`src/design/cpt_pkg.sv`:
```
// Package for the capture pair tachometer.
// Holds widths, constants and the controller/datapath command and status types.
// No dependencies.
`default_nettype none

package cpt_pkg;

	localparam int RING_DEPTH = 10;
	localparam int TIMER_BITS = 16;
	localparam int CAPTURE_W = 16;
	localparam int CLOCK_W = 27;
	localparam int FREQ_W = 28;
	localparam int SUM_W = FREQ_W + $clog2(RING_DEPTH);
	localparam int DIV_W = CLOCK_W + 1;
	localparam int DIV_CNT_W = $clog2(DIV_W + 1);
	localparam int POS_W = (RING_DEPTH > 1) ? $clog2(RING_DEPTH) : 1;
	localparam logic [CLOCK_W-1:0] CLOCK_RESET = CLOCK_W'(1000000);

	// The ring mean is the sum times this rounded-up reciprocal, shifted down by MEAN_SHIFT.
	localparam int MEAN_SHIFT = SUM_W + $clog2(RING_DEPTH) - 1;
	localparam logic [SUM_W-1:0] MEAN_RECIP =
		SUM_W'(((64'd1 << MEAN_SHIFT) + 64'(RING_DEPTH - 1)) / 64'(RING_DEPTH));

	typedef struct packed {
		logic capture_first;
		logic capture_second;
		logic update;
		logic load_out;
	} cpt_cmd_t;

	typedef struct packed {
		logic pending;
		logic period_zero;
		logic div_done;
		logic out_free;
	} cpt_sts_t;

endpackage

`default_nettype wire

```
`src/design/cpt_if.sv`:
```
// Valid/ready channel interfaces for capture beats and result beats.
// Depends on cpt_pkg.
`default_nettype none

interface cpt_in_if import cpt_pkg::*; ();
	logic                 valid;
	logic                 ready;
	logic [CAPTURE_W-1:0] capture_time;

	modport source(output valid, output capture_time, input ready);
	modport sink(input valid, input capture_time, output ready);
endinterface

interface cpt_out_if import cpt_pkg::*; ();
	logic              valid;
	logic              ready;
	logic [FREQ_W-1:0] frequency_hz;
	logic [FREQ_W-1:0] mean_frequency_hz;
	logic              period_error;

	modport source(output valid, output frequency_hz, output mean_frequency_hz,
		output period_error, input ready);
	modport sink(input valid, input frequency_hz, input mean_frequency_hz,
		input period_error, output ready);
endinterface

`default_nettype wire

```
`src/design/cpt_div.sv`:
```
// Restoring divider, one quotient bit per cycle.
// Depends on cpt_pkg.
`default_nettype none

module cpt_div import cpt_pkg::*; (
	input  wire logic                  clk,
	input  wire logic                  arst_n,
	input  wire logic                  start,
	input  wire logic [DIV_W-1:0]      dividend,
	input  wire logic [TIMER_BITS-1:0] divisor,
	output logic                       done,
	output logic [DIV_W-1:0]           quotient
);

	logic                  busy_q;
	logic [DIV_CNT_W-1:0]  cnt_q;
	logic [TIMER_BITS-1:0] rem_q;
	logic [TIMER_BITS-1:0] divisor_q;
	logic [DIV_W-1:0]      quo_q;
	logic [TIMER_BITS:0]   shifted;
	logic [TIMER_BITS:0]   diff;
	logic                  fits;

	always_comb begin
		shifted = {rem_q, quo_q[DIV_W-1]};
		diff = shifted - {1'b0, divisor_q};
		fits = (shifted >= {1'b0, divisor_q});
	end

	always_ff @(posedge clk or negedge arst_n) begin
		if (!arst_n) begin
			busy_q <= 1'b0;
			cnt_q <= '0;
		end else if (start) begin
			busy_q <= 1'b1;
			cnt_q <= DIV_CNT_W'(DIV_W);
		end else if (busy_q) begin
			cnt_q <= cnt_q - DIV_CNT_W'(1);
			if (cnt_q == DIV_CNT_W'(1)) begin
				busy_q <= 1'b0;
			end
		end
	end

	always_ff @(posedge clk) begin
		if (start) begin
			rem_q <= '0;
			quo_q <= dividend;
			divisor_q <= divisor;
		end else if (busy_q) begin
			rem_q <= fits ? diff[TIMER_BITS-1:0] : shifted[TIMER_BITS-1:0];
			quo_q <= {quo_q[DIV_W-2:0], fits};
		end
	end

	assign done = busy_q && (cnt_q == DIV_CNT_W'(1));
	assign quotient = quo_q;

endmodule

`default_nettype wire

```
`src/design/cpt_dp.sv`:
```
// Datapath: capture pairing, period, history ring, running sum and result register.
// Depends on cpt_pkg, cpt_div.
`default_nettype none

module cpt_dp import cpt_pkg::*; (
	input  wire logic                 clk,
	input  wire logic                 arst_n,
	input  wire logic                 cfg_we,
	input  wire logic [CLOCK_W-1:0]   cfg_wdata,
	input  wire logic [CAPTURE_W-1:0] capture_time,
	input  wire logic                 out_ready,
	input  wire cpt_cmd_t             cmd,
	output cpt_sts_t                  sts,
	output logic                      out_valid,
	output logic [FREQ_W-1:0]         out_freq,
	output logic [FREQ_W-1:0]         out_mean,
	output logic                      out_err
);

	logic [CLOCK_W-1:0]    bus_clock_q;
	logic                  pending_q;
	logic [TIMER_BITS-1:0] first_q;
	logic [FREQ_W-1:0]     ring_q [RING_DEPTH];
	logic [POS_W-1:0]      pos_q;
	logic [SUM_W-1:0]      sum_q;
	logic [FREQ_W-1:0]     freq_q;
	logic                  err_q;
	logic                  out_valid_q;
	logic [FREQ_W-1:0]     out_freq_q;
	logic [FREQ_W-1:0]     out_mean_q;
	logic                  out_err_q;

	logic [TIMER_BITS-1:0] period;
	logic                  div_start;
	logic [DIV_W-1:0]      div_dividend;
	logic                  div_done;
	logic [DIV_W-1:0]      div_quotient;
	logic [FREQ_W-1:0]     new_freq;
	logic [2*SUM_W-1:0]    mean_product;
	logic [FREQ_W-1:0]     ring_mean;

	assign period = capture_time[TIMER_BITS-1:0] - first_q;
	assign new_freq = div_quotient[FREQ_W-1:0];
	assign div_start = cmd.capture_second && (period != '0);
	assign div_dividend = {bus_clock_q, 1'b0};
	assign mean_product = (2*SUM_W)'(sum_q) * (2*SUM_W)'(MEAN_RECIP);
	assign ring_mean = mean_product[MEAN_SHIFT +: FREQ_W];

	cpt_div u_div (
		.clk      (clk),
		.arst_n   (arst_n),
		.start    (div_start),
		.dividend (div_dividend),
		.divisor  (period),
		.done     (div_done),
		.quotient (div_quotient)
	);

	always_ff @(posedge clk or negedge arst_n) begin
		if (!arst_n) begin
			bus_clock_q <= CLOCK_RESET;
			pending_q <= 1'b0;
			first_q <= '0;
			pos_q <= '0;
			sum_q <= '0;
			out_valid_q <= 1'b0;
			for (int i = 0; i < RING_DEPTH; i++) begin
				ring_q[i] <= '0;
			end
		end else begin
			if (cfg_we) begin
				bus_clock_q <= cfg_wdata;
			end
			if (cmd.capture_first) begin
				pending_q <= 1'b1;
				first_q <= capture_time[TIMER_BITS-1:0];
			end
			if (cmd.capture_second) begin
				pending_q <= 1'b0;
			end
			if (cmd.update) begin
				sum_q <= sum_q - SUM_W'(ring_q[pos_q]) + SUM_W'(new_freq);
				ring_q[pos_q] <= new_freq;
				if (pos_q == POS_W'(RING_DEPTH - 1)) begin
					pos_q <= '0;
				end else begin
					pos_q <= pos_q + POS_W'(1);
				end
			end
			if (cmd.load_out) begin
				out_valid_q <= 1'b1;
			end else if (out_ready) begin
				out_valid_q <= 1'b0;
			end
		end
	end

	always_ff @(posedge clk) begin
		if (cmd.capture_second) begin
			err_q <= (period == '0);
			freq_q <= '0;
		end
		if (cmd.update) begin
			freq_q <= new_freq;
		end
		if (cmd.load_out) begin
			out_freq_q <= freq_q;
			out_mean_q <= ring_mean;
			out_err_q <= err_q;
		end
	end

	always_comb begin
		sts.pending = pending_q;
		sts.period_zero = (period == '0);
		sts.div_done = div_done;
		sts.out_free = !out_valid_q || out_ready;
	end

	assign out_valid = out_valid_q;
	assign out_freq = out_freq_q;
	assign out_mean = out_mean_q;
	assign out_err = out_err_q;

endmodule

`default_nettype wire

```
`src/design/cpt_ctrl.sv`:
```
// Controller state machine sequencing capture pairing, the frequency division and output.
// Depends on cpt_pkg.
`default_nettype none

module cpt_ctrl import cpt_pkg::*; (
	input  wire logic     clk,
	input  wire logic     arst_n,
	input  wire logic     in_valid,
	output logic          in_ready,
	input  wire cpt_sts_t sts,
	output cpt_cmd_t      cmd
);

	typedef enum logic [1:0] {
		S_IDLE,
		S_DIV_F,
		S_UPD,
		S_OUT
	} state_t;

	state_t state_q;

	always_ff @(posedge clk or negedge arst_n) begin
		if (!arst_n) begin
			state_q <= S_IDLE;
		end else begin
			case (state_q)
				S_IDLE: begin
					if (in_valid && sts.pending) begin
						state_q <= sts.period_zero ? S_OUT : S_DIV_F;
					end
				end
				S_DIV_F: begin
					if (sts.div_done) begin
						state_q <= S_UPD;
					end
				end
				S_UPD: state_q <= S_OUT;
				S_OUT: begin
					if (sts.out_free) begin
						state_q <= S_IDLE;
					end
				end
				default: state_q <= S_IDLE;
			endcase
		end
	end

	always_comb begin
		in_ready = (state_q == S_IDLE);
		cmd.capture_first = (state_q == S_IDLE) && in_valid && !sts.pending;
		cmd.capture_second = (state_q == S_IDLE) && in_valid && sts.pending;
		cmd.update = (state_q == S_UPD);
		cmd.load_out = (state_q == S_OUT) && sts.out_free;
	end

endmodule

`default_nettype wire

```
`src/design/capture_pair_tachometer.sv`:
```
// Capture pair tachometer top level: pairs capture beats and reports frequency and ring mean.
// A second capture shows its result beat after a restoring division, a ring update state and an
// output load state, or straight from the output load state when both captures are equal;
// a held result beat stalls new captures.
// Reset clears the ring, running sum, pairing state and sets the bus clock to 1000000.
// Depends on cpt_pkg, cpt_if, cpt_ctrl, cpt_dp.
`default_nettype none

module capture_pair_tachometer import cpt_pkg::*; (
	input  wire logic               clk,
	input  wire logic               arst_n,
	input  wire logic               cfg_we,
	input  wire logic [CLOCK_W-1:0] cfg_wdata,
	cpt_in_if.sink                  capture,
	cpt_out_if.source               result
);

	cpt_cmd_t cmd;
	cpt_sts_t sts;

	cpt_ctrl u_ctrl (
		.clk      (clk),
		.arst_n   (arst_n),
		.in_valid (capture.valid),
		.in_ready (capture.ready),
		.sts      (sts),
		.cmd      (cmd)
	);

	cpt_dp u_dp (
		.clk          (clk),
		.arst_n       (arst_n),
		.cfg_we       (cfg_we),
		.cfg_wdata    (cfg_wdata),
		.capture_time (capture.capture_time),
		.out_ready    (result.ready),
		.cmd          (cmd),
		.sts          (sts),
		.out_valid    (result.valid),
		.out_freq     (result.frequency_hz),
		.out_mean     (result.mean_frequency_hz),
		.out_err      (result.period_error)
	);

endmodule

`default_nettype wire
```
`src/flat_wrapper.sv`:
```
// flat-port wrapper written by rule: the top's interface ports become plain ports
module capture_pair_tachometer_flat import cpt_pkg::*;
  (clk, arst_n, cfg_we, cfg_wdata, capture_valid, capture_capture_time, capture_ready, result_valid, result_frequency_hz, result_mean_frequency_hz, result_period_error, result_ready);
  cpt_in_if capture_i ();
  cpt_out_if result_i ();
  input  wire logic clk;
  input  wire logic arst_n;
  input  wire logic cfg_we;
  input  wire logic [CLOCK_W-1:0] cfg_wdata;
  input wire logic [$bits(capture_i.valid)-1:0] capture_valid;
  input wire logic [$bits(capture_i.capture_time)-1:0] capture_capture_time;
  output wire logic [$bits(capture_i.ready)-1:0] capture_ready;
  output wire logic [$bits(result_i.valid)-1:0] result_valid;
  output wire logic [$bits(result_i.frequency_hz)-1:0] result_frequency_hz;
  output wire logic [$bits(result_i.mean_frequency_hz)-1:0] result_mean_frequency_hz;
  output wire logic [$bits(result_i.period_error)-1:0] result_period_error;
  input wire logic [$bits(result_i.ready)-1:0] result_ready;
  assign capture_i.valid = capture_valid;
  assign capture_i.capture_time = capture_capture_time;
  assign capture_ready = capture_i.ready;
  assign result_valid = result_i.valid;
  assign result_frequency_hz = result_i.frequency_hz;
  assign result_mean_frequency_hz = result_i.mean_frequency_hz;
  assign result_period_error = result_i.period_error;
  assign result_i.ready = result_ready;
  capture_pair_tachometer u_core (.clk(clk), .arst_n(arst_n), .cfg_we(cfg_we), .cfg_wdata(cfg_wdata), .capture(capture_i), .result(result_i));
endmodule
```
`config.mk`:
```
export PLATFORM = sky130hd
export DESIGN_NAME = capture_pair_tachometer_flat
export DESIGN_NICKNAME = d
export VERILOG_FILES = /design/src/design/cpt_pkg.sv /design/src/design/cpt_if.sv /design/src/design/cpt_div.sv /design/src/design/cpt_dp.sv /design/src/design/cpt_ctrl.sv /design/src/design/capture_pair_tachometer.sv /design/src/flat_wrapper.sv
export SDC_FILE = /design/constraint.sdc
export NUM_CORES = 2
export LEC_CHECK = 0
export BUFFER_PORTS_ARGS = -buffer_cell sky130_fd_sc_hd__clkbuf_2
export CAP_MARGIN = 5
export CORE_MARGIN = 1.5
export CORE_UTILIZATION = 41
export CTS_CLUSTER_DIAMETER = 200
export DETAILED_ROUTE_END_ITERATION = 12
export PLACE_DENSITY = 0.59
export SYNTH_ARGS = -nofsm -noshare
export SYNTH_HDL_FRONTEND = slang
export SYNTH_SLANG_ARGS = --single-unit
```
`constraint.sdc`:
```
create_clock -name clk -period 7.6 [get_ports clk]
set_input_delay 2.28 -clock clk [delete_from_list [all_inputs] [get_ports clk]]
set_output_delay 2.28 -clock clk [all_outputs]
set_load 0.05 [all_outputs]
```
; After elaboration in Yosys (flattened, before gate mapping)
; Cells that the tools add are included.
[op_classes]
add_sub_neg = 6
n_mul = 1
magnitude_cmp = 3
eq_ne = 8
n_mux = 26
bitwise = 1
reduce_logical = 19
[op_table]
columns = cell, n
row1 = $bwmux 280, 1
row2 = $mux 28, 7
row3 = $bmux 28 s4, 1
row4 = $demux 28 s4, 1
row5 = $mul 32x32->63 const B, 1
row6 = $add 32x28->32, 1
row7 = $sub 16x16->16, 2
row8 = $sub 32x28->32, 1
row9 = $ge 17x16->1, 1
row10 = $logic_not 16->1, 1
row11 = $mux 16, 1
row12 = $reduce_bool 16->1, 1
row13 = $mux 5, 2
row14 = $logic_and 1x1->1, 8
row15 = $mux 2, 4
row16 = $pmux 2 s4, 1
row17 = $reduce_bool 2->1, 4
row18 = $mux 1, 7
row19 = $eq 5x1->1 const B, 1
row20 = $ge 5x5->1 const B, 1
row21 = $lt 5x1->1 const B, 1
row22 = $not 4->5, 1
row23 = $sub 5x1->5 const B, 1
row24 = $add 4x1->4 const B, 1
row25 = other kinds (10), 13
[word_totals]
register_bits = 515
input_bits = 48
out_inout_bits = 59

; Depth between registers and ports, before layout
[logic_depth]
word_depth = 6
ltp_mapped = 25
depth_no_buf = 24

; Cells and area by module
; A second synthesis with hierarchy kept.
[unflattened]
hier_cells = 3759
hier_area_um2 = 41227.0
[by_module_without_submodules]
columns = module, instances, cells_each, area_each_um2, seq_area_each_um2
row1 = cpt_dp, 1, 3418, 37425.9, 11624.9
row2 = cpt_div, 1, 315, 3582.2, 1791.7
row3 = cpt_ctrl, 1, 26, 219.0, 50.0

; Least setup slack after synthesis
; No wires, ideal clock.
[synth_timing]
path_type = register to register
start = register u_core.u_dp.sum_q[10]
end = register u_core.u_dp.out_mean_q[25], in the netlist u_core.u_dp.out_mean[25] (data pin)
arrival_time_ps = 6610
slack_ps = 795
path_stages_with_launch = 24
path_buffers = 1
cell_sequence = dfrtp_1 -> ha_1 -> clkbuf_1 -> xor2_1 -> ha_1 -> a21o_1 -> fa_1 -> inv_1 -> fa_1 -> inv_1 -> fa_1 -> fa_1 -> fa_1 -> fa_1 -> ha_1 -> a21oi_1 -> o21ai_0 -> a221oi_1 -> o21ai_0 -> a21oi_1 -> nand2_1 -> o21a_1 -> or4b_2 -> o311ai_0
[synth_between]
elab_chain_cells = 1
[synth_lines]
columns = element, line_no
row1 = start: declaration, cpt_dp.sv:25  ; logic [SUM_W-1:0] sum_q;
row2 = start signal: assignment, cpt_dp.sv:82  ; sum_q <= sum_q - SUM_W'(ring_q[pos_q]) + SUM_W'(new_freq);
row3 = $mul 32x32->63, cpt_dp.sv:46  ; assign mean_product = (2*SUM_W)'(sum_q) * (2*SUM_W)'(MEAN_RECIP);
row4 = named net u_core.u_dp.mean_product[60], cpt_dp.sv:39  ; logic [2*SUM_W-1:0] mean_product;
row5 = end signal: assignment, cpt_dp.sv:108  ; out_mean_q <= ring_mean;
row6 = end: declaration, cpt_dp.sv:30  ; logic [FREQ_W-1:0] out_mean_q;
; The timed path passes the listed nets, and every way through them passes these cells.
; A chain may end at the register's enable or synchronous reset.

; Worst setup path in the final report
[layout_timing]
start = register u_core.u_dp.sum_q[9]
end = register u_core.u_dp.out_mean_q[27], in the netlist u_core.u_dp.out_mean[27] (data pin)
; The elaborated chain is that of the path after synthesis.

==> results.md <==
## Die
- **area of the die** 103000 µm²
- **number of placement rows** 116
- **Initial Utilization** 0.413
- **core outline area** 100000 µm²
- **I/O Pins** 107
- **y dimension of the die** 320 µm
- **Die W** 320 µm

## Critical path
- **WS Path Type** reg2reg
- **Critical Path Sink Type** flop
- **crit start category** flop
- **Crit path required time** 8.01 ns
- **arrival time reported for the critical path endpoint** 7.73 ns
- **minimum setup slack among reg-to-reg paths** 0.28 ns
- **critical path fanouts, max** 7

## Clock network
- **clock transition at the registers of the reported paths** 0.06 ns
- **buffer cell driving the clock tree root** clkbuf_16
- **CTS tree** done
- **total clock buffers created by CTS** 59
- **Post-CTS Resized** 0
- **CTS H-tree depth** 2
- **Bufs on Longest Clock Path** 3
- **clock latency at the later pin of the worst-skew pair** 0.68 ns
- **post-cts hold buffer count** 0
- **post-CTS setup buffer count** 0
- **CTS Sinks** 515

## Finish
- **fin nets** 4874
- **most frequent cells in the layout** inv_1, fa_1, ha_1
- **Area growth syn-to-layout** 11.9%
- **total inserted antenna cells** 0
- **utilization of the core after routing** 0.462
- **count of fill cells added during filler insertion** 9348
- **most common library cell in the layout ignoring fill and taps** inv_1
- **Cell Count, Final, Fillers Out** 5350
- **fraction of layout cells with a size suffix above 1** 0.144

## Placed design
- **Final GP Congestion** 0.983
- **placed cells** 5238
- **placed wire-length estimate after detailed placement** 86400 µm
- **worst slack at placement** 0.0983 ns
- **port bufs** 106

## STA
- **final worst-path cycle share** 0.963
- **final worst setup slack** 0.281 ns
- **Fmax** 0.137 GHz
- **Setup-failing EPs final** 0
- **hold violation count in the final report** 0
- **normalized max-slew margin** 0.250
- **Tmin final** 7.32 ns
- **worst-margin pin slew** 1.12 ns
- **count of final max-slew check failures** 0
- **setup clock skew after layout** 0.0300 ns

## Outcome
- **status** completed

## Synthesis
- **count of state elements after synthesis** 515
- **count of mapped cells out of synthesis** 3832
- **primary flip-flop cell chosen by synthesis mapping** dfrtp_1
- **number of enable-type register cells in the synthesized netlist** 129
- **number of warnings printed during yosys synthesis** 0
- **Async SR Flop Fraction** 0.717
- **share of the yosys chip area belonging to registers** 0.326
- **Syn Std Cell Area** 41300 µm²
- **number of distinct standard cells referenced by the synthesized netlist** 74
- **Post-Synthesis Mean Instance Area** 10.8 µm²
- **number of nets in the synthesized netlist** 4705

## Min path
- **kind of path behind the tightest hold check** reg2reg

## Routing
- **total wirelength of the detailed-routed design** 110000 µm
- **detailed-route vias per instance** 5.15
- **number of nets with antenna violations after detailed routing** 0
- **router iterations before antenna repair** 5
- **vias** 27500
- **initial detailed-routing violation count** 1745
- **count of unresolved DRC violations after routing** 0
- **drt wl/cell** 20.6 µm

## GRT
- **Global Route Usage Sum** 0.218
- **initial antenna violation count** 1
- **global-route wire length before repair** 171000 µm
- **pin count of the biggest net entering global routing** 141
- **global route overflow** 0
- **via count of the first global-routing pass** 28800

## Job
- **max cap viols** 0

through the flow:
stage	area, µm²	TNS [ns]	hold slack [ns]
2_1_floorplan	41300	0	0.400
3_3_place_gp	44000	0	0.402
3_5_place_dp	44000	0	0.407
4_1_cts	46200	0	0.422
5_1_grt	46200	-0.0572	0.426
6_report	46200	0	0.419
sequential cells by signal, summed over array words and instances, names as in the netlist:
signal and count:
u_core.u_dp.sum_q 32, u_core.u_dp.out_err 1, u_core.u_dp.u_div.rem_q 16, u_core.u_dp.u_div.quotient 28, u_core.u_dp.err_q 1, u_core.u_dp.freq_q 28
u_core.u_dp.u_div.cnt_q 5, u_core.u_dp.pending_q 1, u_core.u_dp.pos_q 4, u_core.u_dp.out_freq 28, u_core.u_dp.out_mean 28, u_core.u_dp.out_valid 1
u_core.u_ctrl.state_q 2, u_core.u_dp.bus_clock_q 27, u_core.u_dp.first_q 16, u_core.u_dp.u_div.busy_q 1, u_core.u_dp.ring_q 280, u_core.u_dp.u_div.divisor_q 16
layout make-up:
class	instances	area, µm²	area share
clock buffer	78	1730	0.0375
clock inverter	34	444	0.00961
inverter	730	2740	0.0593
multi-input combinational	2471	24800	0.536
sequential	515	13500	0.291
tap	1298	1620	0.0351
timing repair buffer	224	1450	0.0314
worst max-delay path, stage by stage, from the launching register on:
cell and delay, ns:
dfrtp_2 0.52, ha_1 0.36, xor2_1 0.16, ha_1 0.20, a21o_1 0.18, fa_1 0.57
inv_1 0.07, fa_1 0.48, fa_1 0.55, inv_1 0.05, fa_1 0.45, fa_1 0.51
fa_1 0.41, ha_1 0.34, and3_1 0.21, nand3_1 0.14, nor4_1 0.54, buf_4 0.20
o211ai_1 0.08, buf_4 0.18, nand3_1 0.12, a31oi_1 0.11, buf_4 0.17, o31ai_1 0.34
xnor2_1 0.10
logic make-up (layout without fill, tap and decap cells):
family	Yosys count	after routing	synth area share
compound gates	633	633	0.0933
flops	515	515	0.326
buf+inv	846	1066	0.0775
fa+ha+maj	825	825	0.326
simple gates	627	627	0.0666
mux	266	266	0.0853
xor+xnor	120	120	0.0254
final timing paths:
kind                                        start                       end  depth (start not counted)
setup / recovery             u_core.u_dp.sum_q[9]  u_core.u_dp.out_mean[27]                         24
setup reg to reg             u_core.u_dp.sum_q[9]  u_core.u_dp.out_mean[27]                         24
hold reg to reg            u_core.u_dp.freq_q[12]  u_core.u_dp.out_freq[12]                          0
min in group asynchronous                  arst_n    u_core.u_dp.first_q[1]                          1
max in group asynchronous                  arst_n      u_core.u_dp.sum_q[9]                          2
hold / removal             u_core.u_dp.freq_q[12]  u_core.u_dp.out_freq[12]                          0
layer usage:
metal / part of all wire / GRT usage / up-vias / wire (µm)
li1: - / - / 13000 / -
met1: 0.46 / 0.305 / 13800 / 51200
met2: 0.47 / 0.358 / 543 / 51700
met3: 0.045 / 0.0295 / 134 / 4960
met4: 0.021 / 0.0498 / 0 / 2350
met5: 0 / 0 / - / 0
synthesized netlist by cell type (all sizes together), types with 17 or more instances:
cell type	instances	area, µm²
nor2	117	439
clkbuf	92	345
nor3	34	180
edfxtp	129	3870
a21o	65	488
ha	406	5080
inv	730	2740
fa	419	8390
dfxtp	17	340
xor2	57	499
mux4	56	1260
a211oi	24	250
nand2b	19	119
a22oi	29	218
mux2i	82	821
mux2	128	1440
o21ai	311	1560
a21oi	101	505
xnor2	63	552
nand3	26	130
dfrtp	362	9060
buf	24	114
nand2	342	1280
Power is not shown: default switching activity piles up to over one toggle a cycle in this logic, so the estimate is an artifact.
